`src/hw/rtl/slci_pkg.sv`:
```
// ----------------------------------------------------------------------------
// Segment line clip package
// Shared types, widths, register codes and reset values for the segment
// versus clip line crossing unit.
// ----------------------------------------------------------------------------
package slci_pkg;

   localparam int FRAC_BITS_DEFAULT = 16;

   localparam int COORD_W = 32;
   localparam int NORM_W  = 18;
   localparam int PROD_W  = NORM_W + COORD_W;
   localparam int DOT_W   = PROD_W + 1;
   localparam int DIFF_W  = COORD_W + 1;

   localparam int CSR_INDEX_W = 2;
   localparam int CSR_DATA_W  = 32;

   localparam logic [CSR_INDEX_W-1:0] CSR_NORMAL_X     = 2'd0;
   localparam logic [CSR_INDEX_W-1:0] CSR_NORMAL_Y     = 2'd1;
   localparam logic [CSR_INDEX_W-1:0] CSR_PLANE_OFFSET = 2'd2;

   localparam logic signed [NORM_W-1:0]  NORMAL_Y_RESET     = '0;
   localparam logic signed [COORD_W-1:0] PLANE_OFFSET_RESET = '0;

   typedef struct packed {
      logic signed [COORD_W-1:0] start_x;
      logic signed [COORD_W-1:0] start_y;
      logic signed [COORD_W-1:0] end_x;
      logic signed [COORD_W-1:0] end_y;
   } req_type;

   typedef struct packed {
      logic                      hit;
      logic signed [COORD_W-1:0] cross_x;
      logic signed [COORD_W-1:0] cross_y;
   } rsp_type;

   // Segment and crossing decision carried alongside the divider and
   // interpolation stages.
   typedef struct packed {
      logic    hit;
      req_type seg;
   } side_type;

   // Width of an altitude: the shifted dot product or the offset, plus one
   // bit for the subtraction.
   function automatic int alt_width(int frac_bits);
      int sh_w;
      sh_w = DOT_W - frac_bits;
      return ((sh_w > COORD_W) ? sh_w : COORD_W) + 1;
   endfunction

endpackage

```
`src/hw/rtl/slci_lerp.sv`:
```
// ----------------------------------------------------------------------------
// Segment line clip interpolation
// Three stages: axis differences, products with the fraction, and the
// shifted sum into the result register, zeroed on a miss.
// ----------------------------------------------------------------------------
module slci_lerp import slci_pkg::*; #(
   parameter int FRAC_BITS = FRAC_BITS_DEFAULT
) (
   input  logic                 clock,
   input  logic                 reset,
   input  logic                 in_valid,
   input  side_type             in_side,
   input  logic [FRAC_BITS-1:0] in_frac,
   output logic                 rsp_strobe,
   output rsp_type              rsp_data
);

   localparam int MUL_W = DIFF_W + FRAC_BITS + 1;

   logic                     valid1_ff, valid2_ff, valid3_ff;
   side_type                 side1_ff, side2_ff;
   logic [FRAC_BITS-1:0]     frac1_ff;
   logic signed [DIFF_W-1:0] dx_in, dy_in, dx_ff, dy_ff;
   logic signed [MUL_W-1:0]  mx_in, my_in, mx_ff, my_ff;
   rsp_type                  rsp_in, rsp_ff;

   assign dx_in = DIFF_W'($signed(in_side.seg.end_x)) - DIFF_W'($signed(in_side.seg.start_x));
   assign dy_in = DIFF_W'($signed(in_side.seg.end_y)) - DIFF_W'($signed(in_side.seg.start_y));

   assign mx_in = dx_ff * $signed({1'b0, frac1_ff});
   assign my_in = dy_ff * $signed({1'b0, frac1_ff});

   // Only the low coordinate bits of the floored product matter, since the
   // crossing point lies between the two end points.
   always_comb begin
      rsp_in = '0;
      if (side2_ff.hit) begin
         rsp_in.hit     = 1'b1;
         rsp_in.cross_x = side2_ff.seg.start_x + mx_ff[FRAC_BITS +: COORD_W];
         rsp_in.cross_y = side2_ff.seg.start_y + my_ff[FRAC_BITS +: COORD_W];
      end
   end

   always_ff @(posedge clock) begin
      if (reset) begin
         valid1_ff <= 1'b0;
         valid2_ff <= 1'b0;
         valid3_ff <= 1'b0;
      end else begin
         valid1_ff <= in_valid;
         valid2_ff <= valid1_ff;
         valid3_ff <= valid2_ff;
      end
   end

   always_ff @(posedge clock) begin
      side1_ff <= in_side;
      frac1_ff <= in_frac;
      dx_ff    <= dx_in;
      dy_ff    <= dy_in;
      side2_ff <= side1_ff;
      mx_ff    <= mx_in;
      my_ff    <= my_in;
      rsp_ff   <= rsp_in;
   end

   assign rsp_strobe = valid3_ff;
   assign rsp_data   = rsp_ff;

endmodule
```
`config.mk`:
```
export PLATFORM = sky130hd
export DESIGN_NAME = slci_lerp
export DESIGN_NICKNAME = d
export VERILOG_FILES = /design/src/hw/rtl/slci_pkg.sv /design/src/hw/rtl/slci_lerp.sv
export SDC_FILE = /design/constraint.sdc
export NUM_CORES = 2
export LEC_CHECK = 0
export BUFFER_PORTS_ARGS = -buffer_cell sky130_fd_sc_hd__buf_4
export CAP_MARGIN = 15
export CORE_MARGIN = 2
export CORE_UTILIZATION = 35
export DETAILED_ROUTE_END_ITERATION = 8
export GPL_ROUTABILITY_DRIVEN = 0
export GPL_TIMING_DRIVEN = 0
export PLACE_DENSITY = 0.57
export SKIP_CTS_REPAIR_TIMING = 1
export SKIP_LAST_GASP = 1
export SYNTH_ARGS = -nofsm -noshare
export SYNTH_HDL_FRONTEND = slang
export SYNTH_SLANG_ARGS = --single-unit
```
`constraint.sdc`:
```
create_clock -name clock -period 10.6 [get_ports clock]
set_clock_uncertainty 0.1 [all_clocks]
set_input_delay 0.53 -clock clock [delete_from_list [all_inputs] [get_ports clock]]
set_output_delay 0.53 -clock clock [all_outputs]
set_load 0.005 [all_outputs]
```
After elaboration in Yosys (flattened, before gate mapping). Cells that the tools add are included.

Memories: 0. Input port bits: 148. Bits in read-only memories: 0. Latch bits: 0. Bits in writable memories: 0. Register bits: 376.

Add/subtract/negate cells: 4. Reduce and logical (&&, ||, !) cells: 0. Bitwise gates (word level): 0. Equal/unequal tests: 0. Divide/modulo/power cells: 0. Magnitude comparators: 0. Muxes and demuxes: 1. $mul: 2. Shift-type cells: 0.

Operators with widths (count): $mul A33 B17 Y48 (2); $sub A32 B32 Y33 (2); $mux W65 (1); $add A32 B32 Y32 (2).

Depth between registers and ports, before layout.
Word-level depth: 2. Gate-level depth with buffers: 26. Depth with buffers taken out: 24.

Worst setup path after synthesis. No wires, ideal clock.

Path type: register to register. Start: register frac1_ff[3]. End: register my_ff[35]. Setup time: 72 ps. Arrival: 6247 ps. Period minus slack after synthesis: 6419 ps. Cell stages (with the launch flop): 24. Data required time: 10428 ps. Path slack: 4181 ps. Path through: dfxtp_1 -> clkbuf_1 -> clkbuf_1 -> nand2_1 -> fa_1 -> fa_1 -> inv_1 -> fa_1 -> fa_1 -> fa_1 -> inv_1 -> fa_1 -> inv_1 -> ha_1 -> and3_1 -> and4_1 -> a221oi_1 -> o21ai_0 -> or3b_1 -> o221a_2 -> and2_1 -> o21a_1 -> nor2_1 -> xnor2_1.

Word-level cells in the longest chain between the ends: 1.

RTL lines: start, declared (line slci_lerp.sv:22) `logic [FRAC_BITS-1:0] frac1_ff;`; start signal, assigned (line slci_lerp.sv:58) `frac1_ff <= in_frac;`; $mul A33 B17 Y48 (line slci_lerp.sv:31) `assign my_in = dy_ff * $signed({1'b0, frac1_ff});`; net my_in[35] (line slci_lerp.sv:24) `logic signed [MUL_W-1:0] mx_in, my_in, mx_ff, my_ff;`; end signal, assigned (line slci_lerp.sv:63) `my_ff <= my_in;`; end, declared (line slci_lerp.sv:24).

The timed path passes the listed nets, and every way through them passes these cells. A chain may end at the register's enable or synchronous reset.

Final worst setup path.
Start: register frac1_ff[7]. End: register mx_ff[40].

Word-level cells in the longest chain between the ends: 1.

RTL lines: $mul A33 B17 Y48 (line slci_lerp.sv:30) `assign mx_in = dx_ff * $signed({1'b0, frac1_ff});`; net mx_in[40] (line slci_lerp.sv:24); end signal, assigned (line slci_lerp.sv:62) `mx_ff <= mx_in;`; end, declared (line slci_lerp.sv:24).

The timed path passes the listed nets, and every way through them passes these cells.

==> reports/results.ini <==
[timing]
clock.fmax_ghz=0.1138
slew-limit-headroom=0.1802
hold_violations=0
min_period_ns=8.786
period_share=0.8289
slew_violations=0
finalSetupViolCount=0
tightest_slew_ns=1.230
finalSetupTns_ns=0
rsz0062_at_grt=no

[placement]
dp_hpwl_um=119800
io_buffers=213

[drt]
routed_wl_um=143800
via_per_inst=4.859
dr.pass1.iters=5
drc=0
drtIter0Drc=2196
antenna_left=0
avgRoutedWirePerCell_um=19.55
num_vias=35740

[yosys]
ys_ff_latch=344
synthTopCellsByArea=fa_1 41%, dfxtp_1 14%, inv_1 9.4%
synthTopCellsByCount=1209 x inv_1, 982 x fa_1, 678 x nand2_1
syn_inst=5206
yosysMostFrequentCell=inv_1
synth_nets=6686
yosysTopAreaCell=fa_1
ys_seq_area_frac=0.1433
async_flop_share=0
ys_warn_count=0
synth_area_um2=48060
yosysTopAreaCellShare=0.4090
ys.flop_type=dfxtp_1
syn_avg_cell_area_um2=9.232
synthDistinctLibCells=73
synth_edf_count=0

[flow_run]
maxCapViolCount=0

[clocking]
clk_pin_slew_ns=0.06
cts_made_buffers=38
cts_tree=yes
clockBufferDepth=3
cts_root_buf=clkbuf_16
clock_latency_ns=0.61
ctsHtreeMaxLevel=2
clock-sinks=344

[cells_and_area]
nets=7023
area_delta_synth_final_pct=12.41
fillers=13820
drive_gt1_frac=0.05441

[critical_path]
worst_r2r_path_depth=25
critPathKind=reg -> reg
cp_max_fo=10
critPathCaptureType=flip-flop
cp-start-kind=flip-flop
crit_arrival_ns=9.16
critical_path_required_ns=10.98

[global_routing]
antenna_found_initial=13
grt_use_total=0.2082
grt_max_degree=14
grt_pass1_wl_um=222300
grt_pass1_vias=37350
overflow=0

[min_path]
min_path_type=in -> reg
whs_path_depth=2

[floorplan]
core_um2=135800
rows=135
die_y_um=374.6
die_area_um2=140300
pin_count=214
die_w_um=374.6
start_util=0.3539

[outcome]
status=complete, no violations

## worst paths after layout
| path | start | to | slack, ns |
|---|---|---|---|
| worst min-delay path | in_valid | valid1_ff | 0.06 |
| worst max register to register | frac1_ff[7] | mx_ff[40] | 1.81 |
| worst min register to register | side1_ff[110] | side2_ff[110] | 0.22 |
| worst max-delay path | frac1_ff[7] | mx_ff[40] | 1.81 |
## kinds of logic (layout without fill, tap and decap cells)
group,Yosys count,in the layout,synth area share
flops,344,344,0.1433
other cells,0,6,0
compound gates,464,464,0.06386
fa+ha+maj,1332,1332,0.5002
simple gates,1475,1475,0.1488
xor+xnor,186,186,0.03390
buf+inv,1403,1766,0.1096
mux,2,2,0.0004426
## registers in the layout, indices dropped and copies added, names as in the netlist
| register | cells |
|---|---|
| valid1_ff | 1 |
| side1_ff | 65 |
| dx_ff | 33 |
| dy_ff | 33 |
| frac1_ff | 16 |
| side2_ff | 65 |
| rsp_data | 65 |
| valid2_ff | 1 |
| rsp_strobe | 1 |
| my_ff | 32 |
| mx_ff | 32 |
## layout by cell type (no fill, tap or decap), drive strengths merged, types with 5 or more instances in the layout
master / instances
a221oi: 6
clkbuf: 245
a211o: 6
a21boi: 6
ha: 350
nor3b: 5
o2111ai: 6
nand2b: 22
a21oi: 137
nor2b: 29
a31oi: 16
nand3: 29
dfxtp: 344
and2: 459
fa: 982
nor2: 138
inv: 1209
nand2: 678
a21o: 70
a41oi: 6
nor3: 42
dlygate4sd3: 82
xnor2: 122
o31ai: 6
o21a: 30
o211ai: 13
o21ai: 78
o21bai: 25
xor2: 64
buf: 215
and3: 25
or3: 8
a211oi: 18
nand4: 13
diode: 6
a2111oi: 5
clkinv: 11
## through the flow
| stage | instances | hold WS, ns | area [µm²] | setup WS, ns | util |
|---|---|---|---|---|---|
| 6_report | 7356 | 0.05537 | 54020 | 1.814 | 0.3978 |
| 5_1_grt | 7350 | 0.06278 | 54010 | 1.297 | 0.3977 |
| 4_1_cts | 7267 | -0.1332 | 53160 | 1.860 | 0.3914 |
| 3_5_place_dp | 7201 | 0.2121 | 51920 | 1.892 | 0.3823 |
| 3_3_place_gp | 7200 | 0.2098 | 51890 | 1.883 | 0.3821 |
| 2_1_floorplan | 5206 | 0.2096 | 48060 | 4.181 | - |
## area by class of cell
cell class              count  area [µm²]  area share
well taps                1781        2228     0.04125
flip-flops and latches    344        6887      0.1275
diodes                      6       15.01   0.0002779
clock buffers              51        1081     0.02001
inverters                1209        4538     0.08400
plain buffers             194       732.0     0.01355
repair buffers            297        2475     0.04581
multi-input cells        3459       35910      0.6647
clock inverters            15       160.2    0.002965
## per-layer routing
layer / up-vias / GRT usage / share of wire / routed length, µm
met4: 8 / 0.05523 / 0.030 / 4256
met5: - / 0 / 0.00042 / 60
met1: 18020 / 0.2862 / 0.43 / 62140
met3: 248 / 0.03293 / 0.076 / 10880
met2: 1290 / 0.3408 / 0.46 / 66440
li1: 16170 / - / - / -
## critical path, stage by stage, from the launching register on
cell,delay (ns)
dfxtp_1,0.47
clkbuf_1,0.56
clkbuf_1,0.97
and2_1,0.27
fa_1,0.41
inv_1,0.08
fa_1,0.44
fa_1,0.51
inv_1,0.05
fa_1,0.50
fa_1,0.49
inv_1,0.05
fa_1,0.47
inv_1,0.04
ha_1,0.25
clkbuf_1,0.28
nand4_1,0.14
nor4_1,0.46
nor4b_1,0.53
a31oi_1,0.30
a21oi_1,0.43
o211ai_1,0.20
o22ai_1,0.31
o21a_1,0.15
nor2_1,0.04
xnor2_1,0.12
Power is not shown: default switching activity piles up to over one toggle a cycle in this logic, so the estimate is an artifact.
